--- config.mk ---
export PLATFORM = sky130hd
export DESIGN_NAME = udp_frame_chunk_reassembler_top_flat
export DESIGN_NICKNAME = d
export VERILOG_FILES = /design/src/hw/rtl/ufcr_pkg.sv /design/src/hw/rtl/ufcr_in_if.sv /design/src/hw/rtl/ufcr_out_if.sv /design/src/hw/rtl/ufcr_decode.sv /design/src/hw/rtl/ufcr_track.sv /design/src/hw/rtl/udp_frame_chunk_reassembler_top.sv /design/src/flat_wrapper.sv
export SDC_FILE = /design/constraint.sdc
export NUM_CORES = 1
export LEC_CHECK = 0
export ABC_AREA = 1
export BUFFER_PORTS_ARGS = -buffer_cell sky130_fd_sc_hd__buf_2
export CORE_MARGIN = 4
export CORE_UTILIZATION = 60
export CTS_BUF_LIST = sky130_fd_sc_hd__clkbuf_16
export DETAILED_ROUTE_END_ITERATION = 7
export PLACE_DENSITY = 0.8
export SYNTH_ARGS = -nofsm -noshare
export SYNTH_HDL_FRONTEND = slang
export SYNTH_SLANG_ARGS = --single-unit
--- constraint.sdc ---
create_clock -name i_clk -period 7 [get_ports i_clk]
set_clock_uncertainty 0.1 [all_clocks]
set_input_delay 0.35 -clock i_clk [delete_from_list [all_inputs] [get_ports i_clk]]
set_output_delay 0.35 -clock i_clk [all_outputs]
set_load 0.005 [all_outputs]
--- src/hw/rtl/ufcr_pkg.sv ---
// ============================================================================
// ufcr_pkg: shared definitions for the frame chunk reassembler
// Codes, header constants, reset values and the inter-module structs.
// ============================================================================
package ufcr_pkg;

    // Default sizes handed to the top level parameters.
    localparam int MAX_CHUNKS_DEF   = 128;
    localparam int BUFFER_BYTES_DEF = 32768;

    // Fixed field widths.
    localparam int STRIDE_W = 12;
    localparam int WOFF_W   = 15;
    localparam int LEN_W    = 11;

    // Header constants.
    localparam logic [15:0]      MAGIC           = 16'h5354;
    localparam logic [LEN_W-1:0] HDR_BYTES       = 11'd15;
    localparam logic [LEN_W-1:0] CFG_MIN_PAYLOAD = 11'd10;
    localparam logic [7:0]       KIND_CFG        = 8'd1;
    localparam logic [7:0]       KIND_DATA       = 8'd2;
    localparam logic [15:0]      NO_FRAME        = 16'hFFFF;
    localparam logic [15:0]      IDLE_MAX        = 16'hFFFF;

    // Configuration reset values.
    localparam logic [15:0]         IDLE_TIMEOUT_RST = 16'd2000;
    localparam logic [STRIDE_W-1:0] CHUNK_STRIDE_RST = 12'd1000;

    // Result status codes.
    typedef enum logic [2:0] {
        ST_TICK    = 3'd0,
        ST_BAD     = 3'd1,
        ST_CFG     = 3'd2,
        ST_STORED  = 3'd3,
        ST_DISCARD = 3'd4,
        ST_OTHER   = 3'd5
    } t_status;

    // Configuration register indexes.
    typedef enum logic [1:0] {
        CFG_STREAM_EN    = 2'd0,
        CFG_IDLE_TIMEOUT = 2'd1,
        CFG_CHUNK_STRIDE = 2'd2
    } t_cfg_idx;

    // Configuration register set.
    typedef struct packed {
        logic                stream_enabled;
        logic [15:0]         idle_timeout_ms;
        logic [STRIDE_W-1:0] chunk_stride;
    } t_cfg;

    // Decoded item passed from the decode stage to the tracker.
    typedef struct packed {
        logic              is_tick;
        logic              pkt_ok;
        logic              kind_cfg;
        logic              kind_data;
        logic              cfg_long;
        logic              chunk_ok;
        logic [15:0]       frame_number;
        logic [15:0]       chunk_total;
        logic [31:0]       frame_bytes;
        logic [WOFF_W-1:0] write_offset;
        logic [LEN_W-1:0]  write_length;
    } t_dec;

endpackage

--- src/hw/rtl/ufcr_in_if.sv ---
// ============================================================================
// ufcr_in_if: input item channel
// Valid/ready channel carrying one parsed packet header or one tick.
// ============================================================================
interface ufcr_in_if;
    logic        valid;
    logic        ready;
    logic        mode;
    logic [10:0] packet_length;
    logic [15:0] magic_word;
    logic [7:0]  packet_kind;
    logic [15:0] frame_number;
    logic [15:0] chunk_index;
    logic [15:0] chunk_total;
    logic [31:0] frame_bytes;

    modport source (
        output valid, mode, packet_length, magic_word, packet_kind,
               frame_number, chunk_index, chunk_total, frame_bytes,
        input  ready
    );
    modport sink (
        input  valid, mode, packet_length, magic_word, packet_kind,
               frame_number, chunk_index, chunk_total, frame_bytes,
        output ready
    );
endinterface

--- src/hw/rtl/ufcr_out_if.sv ---
// ============================================================================
// ufcr_out_if: result item channel
// Valid/ready channel carrying one result per input item.
// ============================================================================
interface ufcr_out_if;
    logic        valid;
    logic        ready;
    logic [2:0]  status;
    logic [14:0] write_offset;
    logic [10:0] write_length;
    logic        frame_done;
    logic [31:0] done_size;
    logic        stream_active;

    modport source (
        output valid, status, write_offset, write_length, frame_done,
               done_size, stream_active,
        input  ready
    );
    modport sink (
        input  valid, status, write_offset, write_length, frame_done,
               done_size, stream_active,
        output ready
    );
endinterface

--- src/hw/rtl/ufcr_decode.sv ---
// ============================================================================
// ufcr_decode: header check and chunk placement stage
// Checks length and magic, computes the buffer offset and the fit test,
// and registers the decoded item for the tracker.
// ============================================================================
module ufcr_decode #(
    parameter int MAX_CHUNKS   = ufcr_pkg::MAX_CHUNKS_DEF,
    parameter int BUFFER_BYTES = ufcr_pkg::BUFFER_BYTES_DEF
) (
    input  logic               i_clk,
    input  logic               i_rst_n,
    ufcr_in_if.sink            i_in,
    input  ufcr_pkg::t_cfg     i_cfg,
    output ufcr_pkg::t_dec     o_dec,
    output logic [((MAX_CHUNKS > 1) ? $clog2(MAX_CHUNKS) : 1)-1:0] o_dec_idx,
    output logic               o_dec_valid,
    input  logic               i_dec_ready
);
    localparam int IDX_W  = (MAX_CHUNKS > 1) ? $clog2(MAX_CHUNKS) : 1;
    localparam int OFF_W  = IDX_W + ufcr_pkg::STRIDE_W;
    localparam int OFFX_W = (OFF_W > ufcr_pkg::WOFF_W) ? OFF_W : ufcr_pkg::WOFF_W;
    localparam int SUM_W  = OFF_W + 1;
    localparam int BUF_W  = $clog2(BUFFER_BYTES + 1);
    localparam int CMP_W  = (SUM_W > BUF_W) ? SUM_W : BUF_W;

    logic                       r_valid;
    ufcr_pkg::t_dec             r_dec;
    logic [IDX_W-1:0]           r_idx;
    ufcr_pkg::t_dec             n_dec;
    logic [IDX_W-1:0]           w_idx;
    logic [ufcr_pkg::LEN_W-1:0] w_pay;
    logic [OFF_W-1:0]           w_off;
    logic [OFFX_W-1:0]          w_off_x;
    logic                       w_in_range;
    logic                       w_fits;
    logic                       w_accept;

    // The stage takes an item when it is empty or its item moves on.
    assign i_in.ready = !r_valid || i_dec_ready;
    assign w_accept   = i_in.valid && i_in.ready;

    // Chunk placement: offset is index times stride, then the buffer fit test.
    assign w_idx      = i_in.chunk_index[IDX_W-1:0];
    assign w_pay      = i_in.packet_length - ufcr_pkg::HDR_BYTES;
    assign w_off      = OFF_W'(w_idx) * OFF_W'(i_cfg.chunk_stride);
    assign w_off_x    = OFFX_W'(w_off);
    assign w_in_range = ({1'b0, i_in.chunk_index} < 17'(MAX_CHUNKS)) &&
                        (i_in.chunk_index < i_in.chunk_total);
    assign w_fits     = (CMP_W'(w_off) + CMP_W'(w_pay)) <= CMP_W'(BUFFER_BYTES);

    // Header decode.
    always_comb begin
        n_dec              = '0;
        n_dec.is_tick      = i_in.mode;
        n_dec.pkt_ok       = (i_in.packet_length >= ufcr_pkg::HDR_BYTES) &&
                             (i_in.magic_word == ufcr_pkg::MAGIC);
        n_dec.kind_cfg     = (i_in.packet_kind == ufcr_pkg::KIND_CFG);
        n_dec.kind_data    = (i_in.packet_kind == ufcr_pkg::KIND_DATA);
        n_dec.cfg_long     = (w_pay >= ufcr_pkg::CFG_MIN_PAYLOAD);
        n_dec.chunk_ok     = w_in_range && w_fits;
        n_dec.frame_number = i_in.frame_number;
        n_dec.chunk_total  = i_in.chunk_total;
        n_dec.frame_bytes  = i_in.frame_bytes;
        n_dec.write_offset = w_off_x[ufcr_pkg::WOFF_W-1:0];
        n_dec.write_length = w_pay;
    end

    // Stage valid flag.
    always_ff @(posedge i_clk) begin
        if (!i_rst_n) begin
            r_valid <= 1'b0;
        end else if (i_in.ready) begin
            r_valid <= i_in.valid;
        end
    end

    // Decoded payload register.
    always_ff @(posedge i_clk) begin
        if (w_accept) begin
            r_dec <= n_dec;
            r_idx <= w_idx;
        end
    end

    assign o_dec       = r_dec;
    assign o_dec_idx   = r_idx;
    assign o_dec_valid = r_valid;

endmodule

--- src/hw/rtl/ufcr_track.sv ---
// ============================================================================
// ufcr_track: frame state tracker and result register
// Keeps the frame in progress, the seen chunks, the idle timer and the
// active flag, and registers one result per item.
// ============================================================================
module ufcr_track #(
    parameter int MAX_CHUNKS = ufcr_pkg::MAX_CHUNKS_DEF
) (
    input  logic           i_clk,
    input  logic           i_rst_n,
    input  ufcr_pkg::t_cfg i_cfg,
    input  ufcr_pkg::t_dec i_dec,
    input  logic [((MAX_CHUNKS > 1) ? $clog2(MAX_CHUNKS) : 1)-1:0] i_dec_idx,
    input  logic           i_dec_valid,
    output logic           o_dec_ready,
    ufcr_out_if.source     o_out
);
    localparam int IDX_W = (MAX_CHUNKS > 1) ? $clog2(MAX_CHUNKS) : 1;
    localparam int CNT_W = $clog2(MAX_CHUNKS + 1);

    // Frame and timer state.
    logic                  r_frame_valid, n_frame_valid;
    logic [15:0]           r_frame, n_frame;
    logic [MAX_CHUNKS-1:0] r_seen, n_seen;
    logic [CNT_W-1:0]      r_count, n_count;
    logic                  r_active, n_active;
    logic [15:0]           r_idle, n_idle;

    // Result register.
    logic                       r_out_valid;
    ufcr_pkg::t_status          r_status, n_status;
    logic [ufcr_pkg::WOFF_W-1:0] r_woff, n_woff;
    logic [ufcr_pkg::LEN_W-1:0] r_wlen, n_wlen;
    logic                       r_done, n_done;
    logic [31:0]                r_dsize, n_dsize;

    logic              w_take;
    logic [15:0]       w_diff;
    logic              w_older;
    logic              w_open;
    logic              w_seen;
    logic [CNT_W-1:0]  w_count_base;
    logic [CNT_W-1:0]  w_count_inc;
    logic              w_store;
    logic [15:0]       w_idle_inc;

    assign o_dec_ready = !r_out_valid || o_out.ready;
    assign w_take      = i_dec_valid && o_dec_ready;

    // Frame age under 16-bit wrap; half the range apart counts as older.
    assign w_diff       = i_dec.frame_number - r_frame;
    assign w_older      = r_frame_valid && w_diff[15];
    assign w_open       = !r_frame_valid || (!w_diff[15] && (w_diff != 16'd0));
    assign w_seen       = w_open ? 1'b0 : r_seen[i_dec_idx];
    assign w_count_base = w_open ? '0 : r_count;
    assign w_count_inc  = w_count_base + CNT_W'(1);
    assign w_store      = i_dec.kind_data && i_cfg.stream_enabled && !w_older &&
                          i_dec.chunk_ok && !w_seen;
    assign w_idle_inc   = (r_idle == ufcr_pkg::IDLE_MAX) ? r_idle : r_idle + 16'd1;

    // Per-item state update and result.
    always_comb begin
        n_frame_valid = r_frame_valid;
        n_frame       = r_frame;
        n_seen        = r_seen;
        n_count       = r_count;
        n_active      = r_active;
        n_idle        = r_idle;
        n_status      = ufcr_pkg::ST_TICK;
        n_woff        = '0;
        n_wlen        = '0;
        n_done        = 1'b0;
        n_dsize       = '0;
        if (i_dec.is_tick) begin
            n_idle = w_idle_inc;
            if (r_active && (w_idle_inc > i_cfg.idle_timeout_ms)) begin
                n_active = 1'b0;
            end
        end else if (!i_dec.pkt_ok) begin
            n_status = ufcr_pkg::ST_BAD;
        end else begin
            n_idle = '0;
            if (i_dec.kind_cfg) begin
                if (!i_dec.cfg_long) begin
                    n_status = ufcr_pkg::ST_BAD;
                end else begin
                    n_active      = 1'b1;
                    n_frame_valid = 1'b0;
                    n_frame       = ufcr_pkg::NO_FRAME;
                    n_status      = ufcr_pkg::ST_CFG;
                end
            end else if (i_dec.kind_data) begin
                n_status = ufcr_pkg::ST_DISCARD;
                if (i_cfg.stream_enabled) begin
                    // Open a new frame first, even if the chunk is then dropped.
                    if (w_open) begin
                        n_frame_valid = 1'b1;
                        n_frame       = i_dec.frame_number;
                        n_count       = '0;
                    end
                    for (int k = 0; k < MAX_CHUNKS; k++) begin
                        n_seen[k] = (w_open ? 1'b0 : r_seen[k]) |
                                    (w_store && (i_dec_idx == IDX_W'(k)));
                    end
                    if (w_store) begin
                        n_count  = w_count_inc;
                        n_status = ufcr_pkg::ST_STORED;
                        n_woff   = i_dec.write_offset;
                        n_wlen   = i_dec.write_length;
                        if (16'(w_count_inc) == i_dec.chunk_total) begin
                            n_done  = 1'b1;
                            n_dsize = i_dec.frame_bytes;
                        end
                    end
                end
            end else begin
                n_status = ufcr_pkg::ST_OTHER;
            end
        end
    end

    // State registers.
    always_ff @(posedge i_clk) begin
        if (!i_rst_n) begin
            r_frame_valid <= 1'b0;
            r_frame       <= ufcr_pkg::NO_FRAME;
            r_seen        <= '0;
            r_count       <= '0;
            r_active      <= 1'b0;
            r_idle        <= '0;
        end else if (w_take) begin
            r_frame_valid <= n_frame_valid;
            r_frame       <= n_frame;
            r_seen        <= n_seen;
            r_count       <= n_count;
            r_active      <= n_active;
            r_idle        <= n_idle;
        end
    end

    // Result valid flag.
    always_ff @(posedge i_clk) begin
        if (!i_rst_n) begin
            r_out_valid <= 1'b0;
        end else if (o_dec_ready) begin
            r_out_valid <= i_dec_valid;
        end
    end

    // Result payload.
    always_ff @(posedge i_clk) begin
        if (w_take) begin
            r_status <= n_status;
            r_woff   <= n_woff;
            r_wlen   <= n_wlen;
            r_done   <= n_done;
            r_dsize  <= n_dsize;
        end
    end

    assign o_out.valid         = r_out_valid;
    assign o_out.status        = r_status;
    assign o_out.write_offset  = r_woff;
    assign o_out.write_length  = r_wlen;
    assign o_out.frame_done    = r_done;
    assign o_out.done_size     = r_dsize;
    assign o_out.stream_active = r_active;

    // The count of stored chunks matches the seen bits of the open frame.
    a_count_matches_seen: assert property (@(posedge i_clk) disable iff (!i_rst_n)
        r_frame_valid |-> ($countones(r_seen) == 32'(r_count)))
        else $error("chunk count disagrees with seen bits");

    // A completed frame is only ever reported on a stored chunk.
    a_done_on_store: assert property (@(posedge i_clk) disable iff (!i_rst_n)
        (r_out_valid && r_done) |-> (r_status == ufcr_pkg::ST_STORED))
        else $error("frame done without a stored chunk");

    // Offset, length and size stay zero unless the chunk was stored.
    a_zero_unless_stored: assert property (@(posedge i_clk) disable iff (!i_rst_n)
        (r_out_valid && (r_status != ufcr_pkg::ST_STORED)) |->
        ((r_woff == '0) && (r_wlen == '0) && (r_dsize == '0)))
        else $error("write fields set on a result that stored nothing");

    // A tick never raises the active flag.
    a_tick_no_raise: assert property (@(posedge i_clk) disable iff (!i_rst_n)
        (w_take && i_dec.is_tick && !r_active) |=> !r_active)
        else $error("active flag raised by a tick");

endmodule

--- src/hw/rtl/udp_frame_chunk_reassembler_top.sv ---
// ============================================================================
// udp_frame_chunk_reassembler_top: datagram frame chunk reassembler
// Header-level decisions for chunked frame reassembly: packet checks,
// frame tracking, chunk placement, completion and idle timeout.
// ============================================================================
//
//  Channel   Direction  Handshake        Content
//  i_in      in         valid/ready      packet header or 1 ms tick
//  o_out     out        valid/ready      status and chunk placement
//  i_cfg_*   in         write enable     stream enable, timeout, stride
//
//  One item is accepted per cycle while the result channel is not stalled;
//  its result passes the decode register, then the result register.
//  The frame state is updated in a single stage, so items follow each
//  other back to back with no hazard.
//  A stalled result holds the result register; the decode stage keeps
//  taking items until it is full as well.
//  Synchronous active-low reset clears the frame state, the seen bits,
//  the timer, the active flag and the configuration to defaults.
//
module udp_frame_chunk_reassembler_top #(
    parameter int MAX_CHUNKS   = ufcr_pkg::MAX_CHUNKS_DEF,
    parameter int BUFFER_BYTES = ufcr_pkg::BUFFER_BYTES_DEF
) (
    input  logic        i_clk,
    input  logic        i_rst_n,
    ufcr_in_if.sink     i_in,
    ufcr_out_if.source  o_out,
    input  logic        i_cfg_we,
    input  logic [1:0]  i_cfg_idx,
    input  logic [15:0] i_cfg_data
);
    localparam int IDX_W = (MAX_CHUNKS > 1) ? $clog2(MAX_CHUNKS) : 1;

    ufcr_pkg::t_cfg   r_cfg;
    ufcr_pkg::t_dec   w_dec;
    logic [IDX_W-1:0] w_dec_idx;
    logic             w_dec_valid;
    logic             w_dec_ready;

    // Configuration register writes.
    always_ff @(posedge i_clk) begin
        if (!i_rst_n) begin
            r_cfg.stream_enabled  <= 1'b0;
            r_cfg.idle_timeout_ms <= ufcr_pkg::IDLE_TIMEOUT_RST;
            r_cfg.chunk_stride    <= ufcr_pkg::CHUNK_STRIDE_RST;
        end else if (i_cfg_we) begin
            unique case (ufcr_pkg::t_cfg_idx'(i_cfg_idx))
                ufcr_pkg::CFG_STREAM_EN: begin
                    r_cfg.stream_enabled <= i_cfg_data[0];
                end
                ufcr_pkg::CFG_IDLE_TIMEOUT: begin
                    r_cfg.idle_timeout_ms <= i_cfg_data;
                end
                ufcr_pkg::CFG_CHUNK_STRIDE: begin
                    r_cfg.chunk_stride <= i_cfg_data[ufcr_pkg::STRIDE_W-1:0];
                end
                default: begin
                end
            endcase
        end
    end

    // Header decode and placement stage.
    ufcr_decode #(
        .MAX_CHUNKS   (MAX_CHUNKS),
        .BUFFER_BYTES (BUFFER_BYTES)
    ) u_decode (
        .i_clk       (i_clk),
        .i_rst_n     (i_rst_n),
        .i_in        (i_in),
        .i_cfg       (r_cfg),
        .o_dec       (w_dec),
        .o_dec_idx   (w_dec_idx),
        .o_dec_valid (w_dec_valid),
        .i_dec_ready (w_dec_ready)
    );

    // Frame tracking and result stage.
    ufcr_track #(
        .MAX_CHUNKS (MAX_CHUNKS)
    ) u_track (
        .i_clk       (i_clk),
        .i_rst_n     (i_rst_n),
        .i_cfg       (r_cfg),
        .i_dec       (w_dec),
        .i_dec_idx   (w_dec_idx),
        .i_dec_valid (w_dec_valid),
        .o_dec_ready (w_dec_ready),
        .o_out       (o_out)
    );

endmodule
--- src/flat_wrapper.sv ---
// flat-port wrapper written by rule: the top's interface ports become plain ports
module udp_frame_chunk_reassembler_top_flat 
#(
    parameter int MAX_CHUNKS   = ufcr_pkg::MAX_CHUNKS_DEF,
    parameter int BUFFER_BYTES = ufcr_pkg::BUFFER_BYTES_DEF
)
  (i_clk, i_rst_n, i_cfg_we, i_cfg_idx, i_cfg_data, i_in_valid, i_in_mode, i_in_packet_length, i_in_magic_word, i_in_packet_kind, i_in_frame_number, i_in_chunk_index, i_in_chunk_total, i_in_frame_bytes, i_in_ready, o_out_valid, o_out_status, o_out_write_offset, o_out_write_length, o_out_frame_done, o_out_done_size, o_out_stream_active, o_out_ready);
  ufcr_in_if i_in_i ();
  ufcr_out_if o_out_i ();
  input  logic i_clk;
  input  logic i_rst_n;
  input  logic i_cfg_we;
  input  logic [1:0] i_cfg_idx;
  input  logic [15:0] i_cfg_data;
  input wire logic [$bits(i_in_i.valid)-1:0] i_in_valid;
  input wire logic [$bits(i_in_i.mode)-1:0] i_in_mode;
  input wire logic [$bits(i_in_i.packet_length)-1:0] i_in_packet_length;
  input wire logic [$bits(i_in_i.magic_word)-1:0] i_in_magic_word;
  input wire logic [$bits(i_in_i.packet_kind)-1:0] i_in_packet_kind;
  input wire logic [$bits(i_in_i.frame_number)-1:0] i_in_frame_number;
  input wire logic [$bits(i_in_i.chunk_index)-1:0] i_in_chunk_index;
  input wire logic [$bits(i_in_i.chunk_total)-1:0] i_in_chunk_total;
  input wire logic [$bits(i_in_i.frame_bytes)-1:0] i_in_frame_bytes;
  output wire logic [$bits(i_in_i.ready)-1:0] i_in_ready;
  output wire logic [$bits(o_out_i.valid)-1:0] o_out_valid;
  output wire logic [$bits(o_out_i.status)-1:0] o_out_status;
  output wire logic [$bits(o_out_i.write_offset)-1:0] o_out_write_offset;
  output wire logic [$bits(o_out_i.write_length)-1:0] o_out_write_length;
  output wire logic [$bits(o_out_i.frame_done)-1:0] o_out_frame_done;
  output wire logic [$bits(o_out_i.done_size)-1:0] o_out_done_size;
  output wire logic [$bits(o_out_i.stream_active)-1:0] o_out_stream_active;
  input wire logic [$bits(o_out_i.ready)-1:0] o_out_ready;
  assign i_in_i.valid = i_in_valid;
  assign i_in_i.mode = i_in_mode;
  assign i_in_i.packet_length = i_in_packet_length;
  assign i_in_i.magic_word = i_in_magic_word;
  assign i_in_i.packet_kind = i_in_packet_kind;
  assign i_in_i.frame_number = i_in_frame_number;
  assign i_in_i.chunk_index = i_in_chunk_index;
  assign i_in_i.chunk_total = i_in_chunk_total;
  assign i_in_i.frame_bytes = i_in_frame_bytes;
  assign i_in_ready = i_in_i.ready;
  assign o_out_valid = o_out_i.valid;
  assign o_out_status = o_out_i.status;
  assign o_out_write_offset = o_out_i.write_offset;
  assign o_out_write_length = o_out_i.write_length;
  assign o_out_frame_done = o_out_i.frame_done;
  assign o_out_done_size = o_out_i.done_size;
  assign o_out_stream_active = o_out_i.stream_active;
  assign o_out_i.ready = o_out_ready;
  udp_frame_chunk_reassembler_top #(.MAX_CHUNKS(MAX_CHUNKS), .BUFFER_BYTES(BUFFER_BYTES)) u_core (.i_clk(i_clk), .i_rst_n(i_rst_n), .i_in(i_in_i), .o_out(o_out_i), .i_cfg_we(i_cfg_we), .i_cfg_idx(i_cfg_idx), .i_cfg_data(i_cfg_data));
endmodule
# ---- Word level (Yosys, flattened, before mapping)
# Cells that the tools add are included.
dict set report classes {
  n_reduce_logical 168
  add_sub_neg 5
  bitwise 135
  n_mul 1
  n_lt_le_gt_ge 7
  n_eq_ne 136
  n_mux 158
}
# op n
set ops {}
lappend ops {{7-bit == test (second input constant)} 64}
lappend ops {{7-bit by 6-bit == test with 1-bit output (second input constant)} 32}
lappend ops {{1-bit two-way mux} 142}
lappend ops {{1-bit logical AND} 140}
lappend ops {{16-bit two-way mux} 8}
lappend ops {{1-bit bitwise OR} 128}
lappend ops {{7-bit by 5-bit == test with 1-bit output (second input constant)} 16}
lappend ops {{7-bit by 4-bit == test with 1-bit output (second input constant)} 8}
lappend ops {{7-bit by 3-bit == test with 1-bit output (second input constant)} 4}
lappend ops {{11-bit by 4-bit >= comparator with 1-bit output (second input constant)} 2}
lappend ops {{19-bit by 11-bit adder with 20-bit output} 1}
lappend ops {{20-bit by 16-bit <= comparator with 1-bit output (second input constant)} 1}
lappend ops {{7-bit by 12-bit multiplier with 19-bit output} 1}
lappend ops {{16-bit by 1-bit adder with 16-bit output (second input constant)} 1}
lappend ops {{16-bit by 15-bit == test with 1-bit output (second input constant)} 1}
lappend ops {{16-bit == test (second input constant)} 1}
lappend ops {{8-bit by 16-bit == test with 1-bit output} 1}
lappend ops {{16-bit greater-than comparator} 1}
lappend ops {{16-bit less-than comparator} 1}
lappend ops {{16-bit by 8-bit less-than comparator with 1-bit output (second input constant)} 1}
lappend ops {{8-bit two-way mux} 2}
lappend ops {{16-bit nonzero test} 1}
lappend ops {{16-bit subtractor} 1}
lappend ops {{7-bit by 2-bit == test with 1-bit output (second input constant)} 2}
lappend ops {{other kinds (25)} 50}
dict set report totals {
  output_inout_bits 65
  input_bits 139
  regBits 366
}

# ---- Depth between registers and ports, before layout
# Gate-level depths: netlist of the first run.
dict set report depth {
  depth_word 12
  ltp_mapped 34
  ltp_nobuf 33
}

# ---- Hierarchy
# From an unflattened synthesis of the first run, not the netlist that was laid out.
dict set report hier_totals {
  cells_unflattened 2786
  area_unflattened_um2 21425.5
}
# mod area_per_inst_um2 instances seq_area_each_um2 cells_each
set modules_own_cells {}
lappend modules_own_cells {ufcr_track 12418.2 1 5285.1 1756}
lappend modules_own_cells {ufcr_decode 7798.7 1 3113.0 865}
lappend modules_own_cells {udp_frame_chunk_reassembler_top 1208.7 1 580.6 165}

# ---- Worst setup path before layout of the first run
# OpenSTA, ideal clock, no wires.
dict set report synth_path {
  kind {in2reg}
  startpoint {in i_in_chunk_index[6]}
  endpoint {reg u_core.u_decode.r_dec (netlist bit u_core.u_decode.o_dec[90]), data pin}
  path_slack_ns 1.060
  setup_ns 0.250
  arrival_time_ns 5.589
  cell_stages 32
  cell_sequence {clkbuf_1 > nand2_1 > fa_1 > fa_1 > inv_1 > fa_1 > inv_1 > fa_1 > inv_1 > ha_1 > nand2_1 > o21ai_0 > a21o_1 > a21oi_1 > nor2_1 > nor2_1 > xor2_1 > inv_1 > ha_1 > nand2_1 > nor2_1 > nand3_1 > nand4_1 > nand2_1 > nor2_1 > nand2_1 > nor2_1 > nand2_1 > xor2_1 > nor2_1 > nand3_1 > nor2_1}
}
# item line
set synth_lines {}
lappend synth_lines {{start, declared} flat_wrapper.sv:21} ;# input wire logic [$bits(i_in_i.chunk_index)-1:0] i_in_chunk_index;
lappend synth_lines {{end signal, assigned} ufcr_decode.sv:80} ;# r_dec <= n_dec;
lappend synth_lines {{end, declared} ufcr_decode.sv:27} ;# ufcr_pkg::t_dec r_dec;

==> results of run 1 <==
[kinds of logic after synthesis]
logic type | after synthesis | synth area share [%]
compound gates | 369 | 12.43
xor+xnor | 47 | 2.044
fa+ha+maj | 149 | 11.16
buf+inv | 473 | 9.134
flops | 366 | 44.59
mux | 1 | 0.05592
simple gates | 966 | 20.58
[routing by layer]
metal | vias up | part of all wire (%)
li1 | 8380 | -
met5 | - | 0
met3 | 149 | 5.7
met1 | 8278 | 40
met2 | 677 | 50
met4 | 0 | 4.1
[worst reg2reg max path, delay by kind of cell, from the launching register on]
family	cells	cell delay, ns
compound gates	3	0.71
xor+xnor	2	0.27
fa+ha+maj	6	2.90
buf+inv	3	0.15
flops	1	0.47
simple gates	14	1.61
[cell type report]
class	instances	area (um^2)	area share [%]
diodes	1	2.502	0.01076
clock buffers	41	1026	4.412
clock inverters	28	151.4	0.6511
inverters	362	1366	5.876
multi-input cells	1532	9325	40.10
flip-flops and latches	366	8979	38.61
well taps	442	553.0	2.378
repair buffers	287	1849	7.953
[cell usage in the layout (no fill, tap or decap), drive strengths merged, types with 2 or more instances in the layout]
cell type,Yosys,layout
a211oi,2,2
a21o,4,4
a21oi,88,88
a31oi,8,8
a32oi,128,128
and2,2,2
buf,34,211
clkbuf,77,41
clkinv,0,8
clkinvlp,0,2
dfxtp,201,201
dlygate4sd3,0,76
edfxtp,165,165
fa,51,51
ha,98,98
inv,362,379
nand2,412,412
nand3,85,85
nand3b,6,6
nand4,27,27
nor2,366,366
nor3,54,54
nor4,8,8
o2111ai,3,3
o211ai,12,12
o21a,3,3
o21ai,59,59
o221ai,2,2
o22ai,54,54
o311ai,2,2
o31ai,2,2
or2,3,3
or4,3,3
xnor2,16,16
xor2,31,31
[final timing paths]
path | slack, ns | endpoint | start
setup / recovery | 0.63 | u_core.u_decode.o_dec[90] | u_core.r_cfg[0]
hold / removal | 0.02 | u_core.r_cfg[24] | i_cfg_data[12]
setup reg to reg | 0.63 | u_core.u_decode.o_dec[90] | u_core.r_cfg[0]
hold reg to reg | 0.36 | u_core.r_cfg[25] | u_core.r_cfg[25]
[state kept, by name, summed over array words and instances (netlist names)]
signal	cells
u_core.u_track.o_out.stream_active	1
u_core.u_decode.o_dec_idx	7
u_core.u_track.r_idle	16
u_core.r_cfg	29
u_core.u_track.o_out.done_size	32
u_core.u_track.r_frame_valid	1
u_core.u_decode.o_dec_valid	1
u_core.u_track.o_out.frame_done	1
u_core.u_track.r_frame	16
u_core.u_decode.o_dec	96
u_core.u_track.o_out.write_length	11
u_core.u_track.o_out.valid	1
u_core.u_track.r_count	8
u_core.u_track.r_seen	128
u_core.u_track.o_out.write_offset	15
u_core.u_track.o_out.status	3
[stage by stage]
step,cells,util (%),hold WS (ns),setup WS (ns),cell area (um^2)
final,3059,70.93,0.01656,0.6264,23250
after global routing,3059,70.93,0.02712,0.02923,23250
after CTS,3058,70.92,0.004609,0.6620,23250
after detailed placement,2913,65.01,0.3530,0.5570,21310
after global placement,2913,65.01,0.3466,0.7805,21310
after floorplan,2371,-,0.3331,1.060,20140
[where the power goes]
group	switching, W	internal (W)	total [W]
Combinational	0.00104	0.000632	0.00167
Clock	0.000828	0.00109	0.00192
Sequential	0.0000383	0.00235	0.00239
Total	0.00190	0.00408	0.00598
==> qor.tcl, run 1 <==
set qor(run_status) {complete, no violations}
set qor(dr.pass1.iters) 6
set qor(post-synth-top-area-fraction_pct) 24.61
set qor(fp.dieH_um) 191.2
set qor(floorplan.io_pins) 204
set qor(period_minus_slack_ns) 6.374
set qor(ctsResizeCount) 0
set qor(synth_most_common_cell) {sky130_fd_sc_hd__nand2_1}
set qor(area_delta_synth_final_pct) 15.48
set qor(drt_drc_violations_left) 0
set qor(final-hold-violation-count) 0
set qor(grt_busiest_layer) {met2}
set qor(final_layout_size_suffix_gt1_share_pct) 12.23
set qor(netlist-cell-type-count) 48
set qor(crit_family) {adder cells}
set qor(path_common_cell) {sky130_fd_sc_hd__nand2_1}
set qor(setup.worst_path.end_class) {flop}
set qor(crit_fanout) 8
set qor(drv_slew) 0
set qor(post_synth_main_area_contributors) {sky130_fd_sc_hd__edfxtp_1 (25%), sky130_fd_sc_hd__dfxtp_1 (20%), sky130_fd_sc_hd__nand2_1 (7.7%)}
set qor(vdd_drop_max_uv) 297.1
set qor(slowest_delay_ns) 0.56
set qor(use_met1_pct) 34.68
set qor(clock_tree.htree_level_count) 2
set qor(tightest_pin_transition_ns) 1.374
set qor(synth_area_leader_cell) {sky130_fd_sc_hd__edfxtp_1}
set qor(clock-sinks) 366
set qor(power_leakage_nw) 10.87
set qor(total_power_w) 0.005983
set qor(track_usage_pct) 27.56
set qor(drc_marker_count_from_the_first_detailed_route_iteration) 1475
set qor(post-cts-setup-buffers) 0
set qor(holdCritPathClass) {in2reg}
set qor(core_mm2) 0.03278
set qor(mappedNetlistArea_mm2) 0.02014
set qor(fmaxAchievable_mhz) 156.9
set qor(met3_usage_pct) 3.342
set qor(setup_tns_ns) 0
set qor(syn_inst) 2371
set qor(grtUsageMet2_pct) 48.48
set qor(clock_path_buffers) 3
set qor(port-buffer-count) 203
set qor(globalRouteOverflowTotal) 0
set qor(finalCritPeriodShare_pct) 91.05
set qor(antenna_violating_nets_post_route) 0
set qor(avgRoutedWirePerCell_um) 16.83
set qor(cp_num_buf_inv) 3
set qor(worst_r2r_path_depth) 28
set qor(grt_start_max_net_pins) 129
set qor(die_x_um) 191.2
set qor(cts-hold-fix-buffers) 76
set qor(tritoncts.num_buffers) 39
set qor(worst_hold_path.num_cells) 3
set qor(sequential_element_share_of_the_synthesized_area_pct) 44.59
set qor(rows) 66
set qor(critical_path_arrival_ns) 6.63
set qor(ys_seq_elements) 366
set qor(crit_type) {reg2reg}
set qor(synth_common_cells) {sky130_fd_sc_hd__nand2_1 (411), sky130_fd_sc_hd__nor2_1 (362), sky130_fd_sc_hd__inv_1 (356), sky130_fd_sc_hd__dfxtp_1 (201), sky130_fd_sc_hd__edfxtp_1 (165)}
set qor(initial_antenna_violation_count) 1
set qor(grt_pass1_vias) 16890
set qor(layout.nets) 2876
set qor(average_footprint_of_a_synthesized_cell_um2) 8.492
set qor(slew_headroom_pct) 8.091
set qor(initial_utilization_pct) 61.42
set qor(number_of_endpoints_failing_setup_at_the_final_stage) 0
set qor(synth_fp_nets) 2659
set qor(synth_warnings) 0
set qor(worstSkewPairLatency_ns) 0.52
set qor(worst-endpoint-required_ns) 7.25
set qor(grt_setup_unrepaired) {false}
set qor(power.density_cell_area_mw_per_mm2) 257.3
set qor(routed_vias_inst) 5.716
set qor(worst_setup_path_start_kind) {flop}
set qor(synth-edff-count) 165
set qor(cts_tree) {built}
set qor(cap_violations) 0
set qor(place_congestion) 0.9263
set qor(grt_pass1_wl_um) 82890
set qor(dp.final_hpwl_um) 34380
set qor(worst_path_max_delay_cell) {sky130_fd_sc_hd__fa_1}
set qor(fillers) 2464
set qor(postSynth.asyncResetShare_pct) 0
set qor(wirelength_um) 51490
set qor(cts.clk_slew.worst_paths_ns) 0.06
set qor(detailroute.via_count) 17480
set qor(clock-root-buffer) {sky130_fd_sc_hd__clkbuf_16}
set qor(critical_path_depth) 28
set qor(floorplan.die_area_mm2) 0.03655
set qor(synth_flop_cell) {sky130_fd_sc_hd__dfxtp_1}
(Power assumes the default switching activity.)
==> run 2, diff against run 1 <==
--- a/config.mk
+++ b/config.mk
@@ -11,7 +11,7 @@
 export CORE_UTILIZATION = 60
 export CTS_BUF_LIST = sky130_fd_sc_hd__clkbuf_16
 export DETAILED_ROUTE_END_ITERATION = 7
-export PLACE_DENSITY = 0.8
+export PLACE_DENSITY_LB_ADDON = 0.05
 export SYNTH_ARGS = -nofsm -noshare
 export SYNTH_HDL_FRONTEND = slang
 export SYNTH_SLANG_ARGS = --single-unit
==> qor.tcl, run 2 (synthesis gave the netlist of run 1 again) <==
set qor(place_congestion) 0.9065
set qor(tightest_pin_transition_ns) 1.318
set qor(grt_pass1_wl_um) 86170
set qor(power.clock.fraction_pct) 32.7
set qor(final_layout_size_suffix_gt1_share_pct) 12.35
set qor(grt_start_max_net_pins) 130
set qor(grt_setup_unrepaired) {false}
set qor(slew_headroom_pct) 11.82
set qor(vdd_drop_max_uv) 300.0
set qor(tritoncts.num_buffers) 40
set qor(antennaDiodeCount) 0
set qor(initial_antenna_violation_count) 0
set qor(run_status) {complete, no violations}
set qor(worstSkewPairLatency_ns) 0.55
set qor(grt_pass1_vias) 16980
set qor(clock_tree.htree_level_count) 2
set qor(post-cts-setup-buffers) 0
set qor(avgRoutedWirePerCell_um) 17.21
set qor(die_x_um) 191.2
set qor(drt_drc_violations_left) 0
set qor(ctsResizeCount) 0
set qor(wirelength_um) 52890
set qor(fp.dieH_um) 191.2
set qor(crit_fanout) 8
set qor(timing.hold.ws_ns) 0.01649
set qor(final_common_cell) {sky130_fd_sc_hd__nand2_1}
set qor(setup_tns_ns) 0
set qor(setup.worst_path.end_class) {flop}
set qor(crit_family) {adder cells}
set qor(worst-endpoint-required_ns) 7.20
set qor(cp_num_buf_inv) 3
set qor(rows) 66
set qor(floorplan.io_pins) 204
set qor(total_power_w) 0.006211
set qor(final-hold-violation-count) 0
set qor(initial_utilization_pct) 61.42
set qor(power_leakage_nw) 10.95
set qor(clock-sinks) 366
set qor(cts.clk_slew.worst_paths_ns) 0.06
set qor(regMostFlops) {u_core.u_track.r_seen}
set qor(power.density_cell_area_mw_per_mm2) 264.9
set qor(worst_setup_path_start_kind) {flop}
set qor(critical_path_arrival_ns) 6.50
set qor(layout.nets) 2888
set qor(floorplan.die_area_mm2) 0.03655
set qor(area_delta_synth_final_pct) 16.45
set qor(drv_slew) 0
set qor(number_of_endpoints_failing_setup_at_the_final_stage) 0
set qor(clock_path_buffers) 3
set qor(dr.pass1.iters) 6
set qor(finalCritPeriodShare_pct) 90.05
set qor(worst_path_max_delay_cell) {sky130_fd_sc_hd__fa_1}
set qor(globalRouteOverflowTotal) 0
set qor(port-buffer-count) 203
set qor(layout.cells.most_common_list) {sky130_fd_sc_hd__nand2_1 (410), sky130_fd_sc_hd__nor2_1 (361), sky130_fd_sc_hd__inv_1 (360)}
set qor(detailroute.via_count) 17360
set qor(routed_vias_inst) 5.648
set qor(stdcell_count) 3073
set qor(antenna_violating_nets_post_route) 0
set qor(track_usage_pct) 28.84
set qor(power.internal_w) 0.004173
set qor(fmaxAchievable_mhz) 158.6
set qor(path_common_cell) {sky130_fd_sc_hd__nand2_1}
set qor(drc_marker_count_from_the_first_detailed_route_iteration) 1420
set qor(p_sw_w) 0.002038
set qor(clock-root-buffer) {sky130_fd_sc_hd__clkbuf_16}
set qor(slowest_delay_ns) 0.56
set qor(worst-r2r-setup-slack_ns) 0.70
set qor(cts_tree) {built}
set qor(numPlacedInstances) 2918
set qor(largest_register_ff_count) 128
set qor(holdCritPathClass) {in2reg}
set qor(sequential_share_of_power_pct) 38.5
set qor(finalCoreUtilization_pct) 71.52
set qor(dp.final_hpwl_um) 35540
set qor(cap_violations) 0
set qor(crit_type) {reg2reg}
set qor(core_mm2) 0.03278
set qor(combinationalPowerShare_pct) 28.8
set qor(power_switching_share_pct) 32.82
set qor(period_minus_slack_ns) 6.303
[run 2: routing by layer]
layer	vias to the layer above	routed length, um	GRT usage [%]
met5	-	0	0
met4	0	1519	9.006
met3	102	3933	4.474
met2	675	24430	46.78
met1	8181	23000	40.21
li1	8397	-	-
[run 2: what timing repair did]
item	4_1_cts	5_1_grt
hold buffers	82	0
setup endpoints to repair	0	0
endpoints found under the hold margin	88	0
[run 2: power groups by stage]
stage / Combinational [W] / Clock [W] / Sequential [W]
floorplan: 0.00126 / 0 / 0.00242
global placement: 0.00164 / 0 / 0.00244
detailed placement: 0.00171 / 0 / 0.00244
CTS: 0.00176 / 0.00206 / 0.00239
global route: 0.00202 / 0.00216 / 0.00240
finish: 0.00179 / 0.00203 / 0.00239
[run 2: final timing paths]
kind | startpoint | end | cells past startpoint
worst max-delay path | u_core.r_cfg[0] | u_core.u_decode.o_dec[90] | 28
worst min-delay path | i_cfg_data[2] | u_core.r_cfg[2] | 3
worst max register to register | u_core.r_cfg[0] | u_core.u_decode.o_dec[90] | 28
worst min register to register | u_core.r_cfg[27] | u_core.r_cfg[27] | 2
[run 2: area by class of cell]
class                      instances  area, um^2
multi-input combinational       1532        9328
clock inverter                    32       249.0
sequential                       366        8979
timing repair buffer             298        1947
clock buffer                      41        1026
tap                              442       553.0
inverter                         362        1366
fill                            2536        9336
[run 2: worst reg2reg max path: cells and delay by family (launching register included)]
kind                     cells  cell delay, ns
AO/OA/AOI/OAI                4            0.90
adder cells (fa/ha/maj)      6            2.89
flip-flops                   1            0.46
XOR/XNOR                     1            0.12
AND/OR/NAND/NOR             14            1.44
buffers and inverters        3            0.15
[run 2: through the flow]
| step | area (um^2) | setup slack [ns] |
|---|---|---|
| 2_1_floorplan | 20140 | 1.060 |
| 3_3_place_gp | 21350 | 0.8065 |
| 3_5_place_dp | 21350 | 0.5619 |
| 4_1_cts | 23450 | 0.7331 |
| 5_1_grt | 23450 | 0.1772 |
| 6_report | 23450 | 0.6966 |
==> run 3, diff against run 2 <==
--- a/config.mk
+++ b/config.mk
@@ -12,6 +12,7 @@
 export CTS_BUF_LIST = sky130_fd_sc_hd__clkbuf_16
 export DETAILED_ROUTE_END_ITERATION = 7
 export PLACE_DENSITY_LB_ADDON = 0.05
+export RECOVER_POWER = 50
 export SYNTH_ARGS = -nofsm -noshare
 export SYNTH_HDL_FRONTEND = slang
 export SYNTH_SLANG_ARGS = --single-unit
==> qor.tcl, run 3 (synthesis gave the netlist of run 1 again) <==
set qor(final-hold-violation-count) 1
set qor(worstReg2RegEnd) {u_core.u_decode.o_dec[90]}
set qor(power_leakage_nw) 10.66
set qor(worst_setup_path_start_kind) {flop}
set qor(antennaDiodeCount) 0
set qor(clock_path_buffers) 3
set qor(grt_pass1_wl_um) 86170
set qor(grt_pass1_vias) 16980
set qor(cts_tree) {built}
set qor(vdd_drop_max_uv) 299.7
set qor(port-buffer-count) 203
set qor(total_power_w) 0.006210
set qor(core_mm2) 0.03278
set qor(largest_register_ff_count) 128
set qor(final_common_cell) {sky130_fd_sc_hd__nand2_1}
set qor(hold_path.startpoint) {i_in_valid}
set qor(critical_path_depth) 28
set qor(cp_num_buf_inv) 3
set qor(crit_fanout) 8
set qor(worst_r2r_path_depth) 28
set qor(globalRouteOverflowTotal) 0
set qor(setup.worst_path.end_class) {flop}
set qor(seq_cell_area_mm2) 0.008979
set qor(layout.cells.most_common_list) {sky130_fd_sc_hd__nand2_1 (410), sky130_fd_sc_hd__inv_1 (361), sky130_fd_sc_hd__nor2_1 (361)}
set qor(die_x_um) 191.2
set qor(worst-endpoint-required_ns) 7.20
set qor(combinationalPowerShare_pct) 28.7
set qor(power.internal_w) 0.004172
set qor(setup_tns_ns) 0
set qor(slew_headroom_pct) -195.7
set qor(floorplan.die_area_mm2) 0.03655
set qor(rows) 66
set qor(initial_utilization_pct) 61.42
set qor(layout.nets) 2888
set qor(initial_antenna_violation_count) 0
set qor(antenna_violating_nets_post_route) 0
set qor(worst_hold_path.num_cells) 3
set qor(fillers) 2596
set qor(drc_marker_count_from_the_first_detailed_route_iteration) 1462
set qor(tritoncts.num_buffers) 40
set qor(regMostFlops) {u_core.u_track.r_seen}
set qor(worst-r2r-setup-slack_ns) 0.67
set qor(fp.dieH_um) 191.2
set qor(holdCritPathClass) {in2reg}
set qor(track_usage_pct) 28.84
set qor(number_of_endpoints_failing_setup_at_the_final_stage) 0
set qor(cts-hold-fix-buffers) 82
set qor(timing.hold.ws_ns) -0.002951
set qor(multi_input_area_mm2) 0.009328
set qor(detailroute.via_count) 17400
set qor(rr_startpoint) {u_core.r_cfg[0]}
set qor(drv_slew) 304
set qor(clock-sinks) 366
set qor(power.density_cell_area_mw_per_mm2) 266.2
set qor(power.clock.fraction_pct) 32.7
set qor(area_delta_synth_final_pct) 15.85
set qor(avgRoutedWirePerCell_um) 17.18
set qor(tightest_pin_transition_ns) 4.435
set qor(clock-root-buffer) {sky130_fd_sc_hd__clkbuf_16}
set qor(critPathLaunch) {u_core.r_cfg[0]}
set qor(finalCritPeriodShare_pct) 90.41
set qor(dp.final_hpwl_um) 35540
set qor(final_layout_size_suffix_gt1_share_pct) 9.046
set qor(power_switching_share_pct) 32.81
set qor(slowest_delay_ns) 0.56
set qor(run_status) {finished with violations}
set qor(fmaxAchievable_mhz) 158.0
set qor(cap_violations) 4
set qor(dr.pass1.iters) 7
set qor(grt_setup_unrepaired) {false}
set qor(place_congestion) 0.9065
set qor(ctsResizeCount) 0
set qor(min_delay_worst_endpoint) {u_core.u_decode.o_dec_valid}
set qor(crit_type) {reg2reg}
set qor(crit_family) {adder cells}
set qor(post-cts-setup-buffers) 0
set qor(cts.clk_slew.worst_paths_ns) 0.06
set qor(path_common_cell) {sky130_fd_sc_hd__nand2_1}
set qor(routed_vias_inst) 5.661
set qor(drt_drc_violations_left) 0
set qor(wirelength_um) 52800
set qor(worstSkewPairLatency_ns) 0.55
set qor(grt_start_max_net_pins) 130
set qor(floorplan.io_pins) 204
set qor(sequential_share_of_power_pct) 38.6
set qor(critical_path_arrival_ns) 6.53
set qor(clock_tree.htree_level_count) 2
set qor(period_minus_slack_ns) 6.329
set qor(failing_checks) {negative hold slack, max-capacitance violations, max-slew violations}
set qor(p_sw_w) 0.002037
set qor(worst_path_max_delay_cell) {sky130_fd_sc_hd__fa_1}
==> run 3: routing by layer <==
metal	vias to the layer above	part of all wire [%]	wire, um	GRT usage, %
met4	0	2.9	1546	9.006
met5	-	0	0	0
met3	104	7.2	3815	4.474
met2	663	46	24480	46.78
li1	8393	-	-	-
met1	8237	43	22960	40.21
==> run 3: area by class of cell <==
cell class,instances,area share [%]
multi-input cells,1532,39.99
flip-flops and latches,366,38.49
repair buffers,298,7.837
inverters,362,5.847
clock buffers,41,4.398
well taps,442,2.371
clock inverters,32,1.067
==> run 3: tightest hold or removal path, cell delays in order <==
cell and delay, ns:
sky130_fd_sc_hd__buf_2 0.07, sky130_fd_sc_hd__nand2_1 0.07, sky130_fd_sc_hd__a21oi_1 0.11
==> run 3: how the worst max path moves through the flow <==
stage,to,slack (ns)
CTS,u_core.u_decode.o_dec[90],0.73
detailed placement,u_core.u_decode.o_dec[90],0.56
floorplan,u_core.u_decode.o_dec[90],1.06
global placement,u_core.u_decode.o_dec[90],0.81
global route,u_core.u_decode.o_dec[90],0.16
finish,u_core.u_decode.o_dec[90],0.67
==> run 3: power by group through the flow <==
stage	combinational, W	sequential (W)	clock [W]
floorplan	0.00126	0.00242	0
global placement	0.00164	0.00244	0
detailed placement	0.00171	0.00244	0
CTS	0.00176	0.00239	0.00206
global route	0.00201	0.00241	0.00216
finish	0.00178	0.00240	0.00203
==> run 3: per-stage QoR <==
stage	setup slack [ns]	cells	hold slack (ns)	utilization, %	area, um^2
floorplan	1.060	2371	0.3331	-	20140
global placement	0.8065	2918	0.3502	65.13	21350
detailed placement	0.5619	2918	0.3564	65.13	21350
CTS	0.7331	3073	0.002991	71.52	23450
global route	0.1603	3073	0.003400	71.15	23330
finish	0.6712	3073	-0.002951	71.15	23330
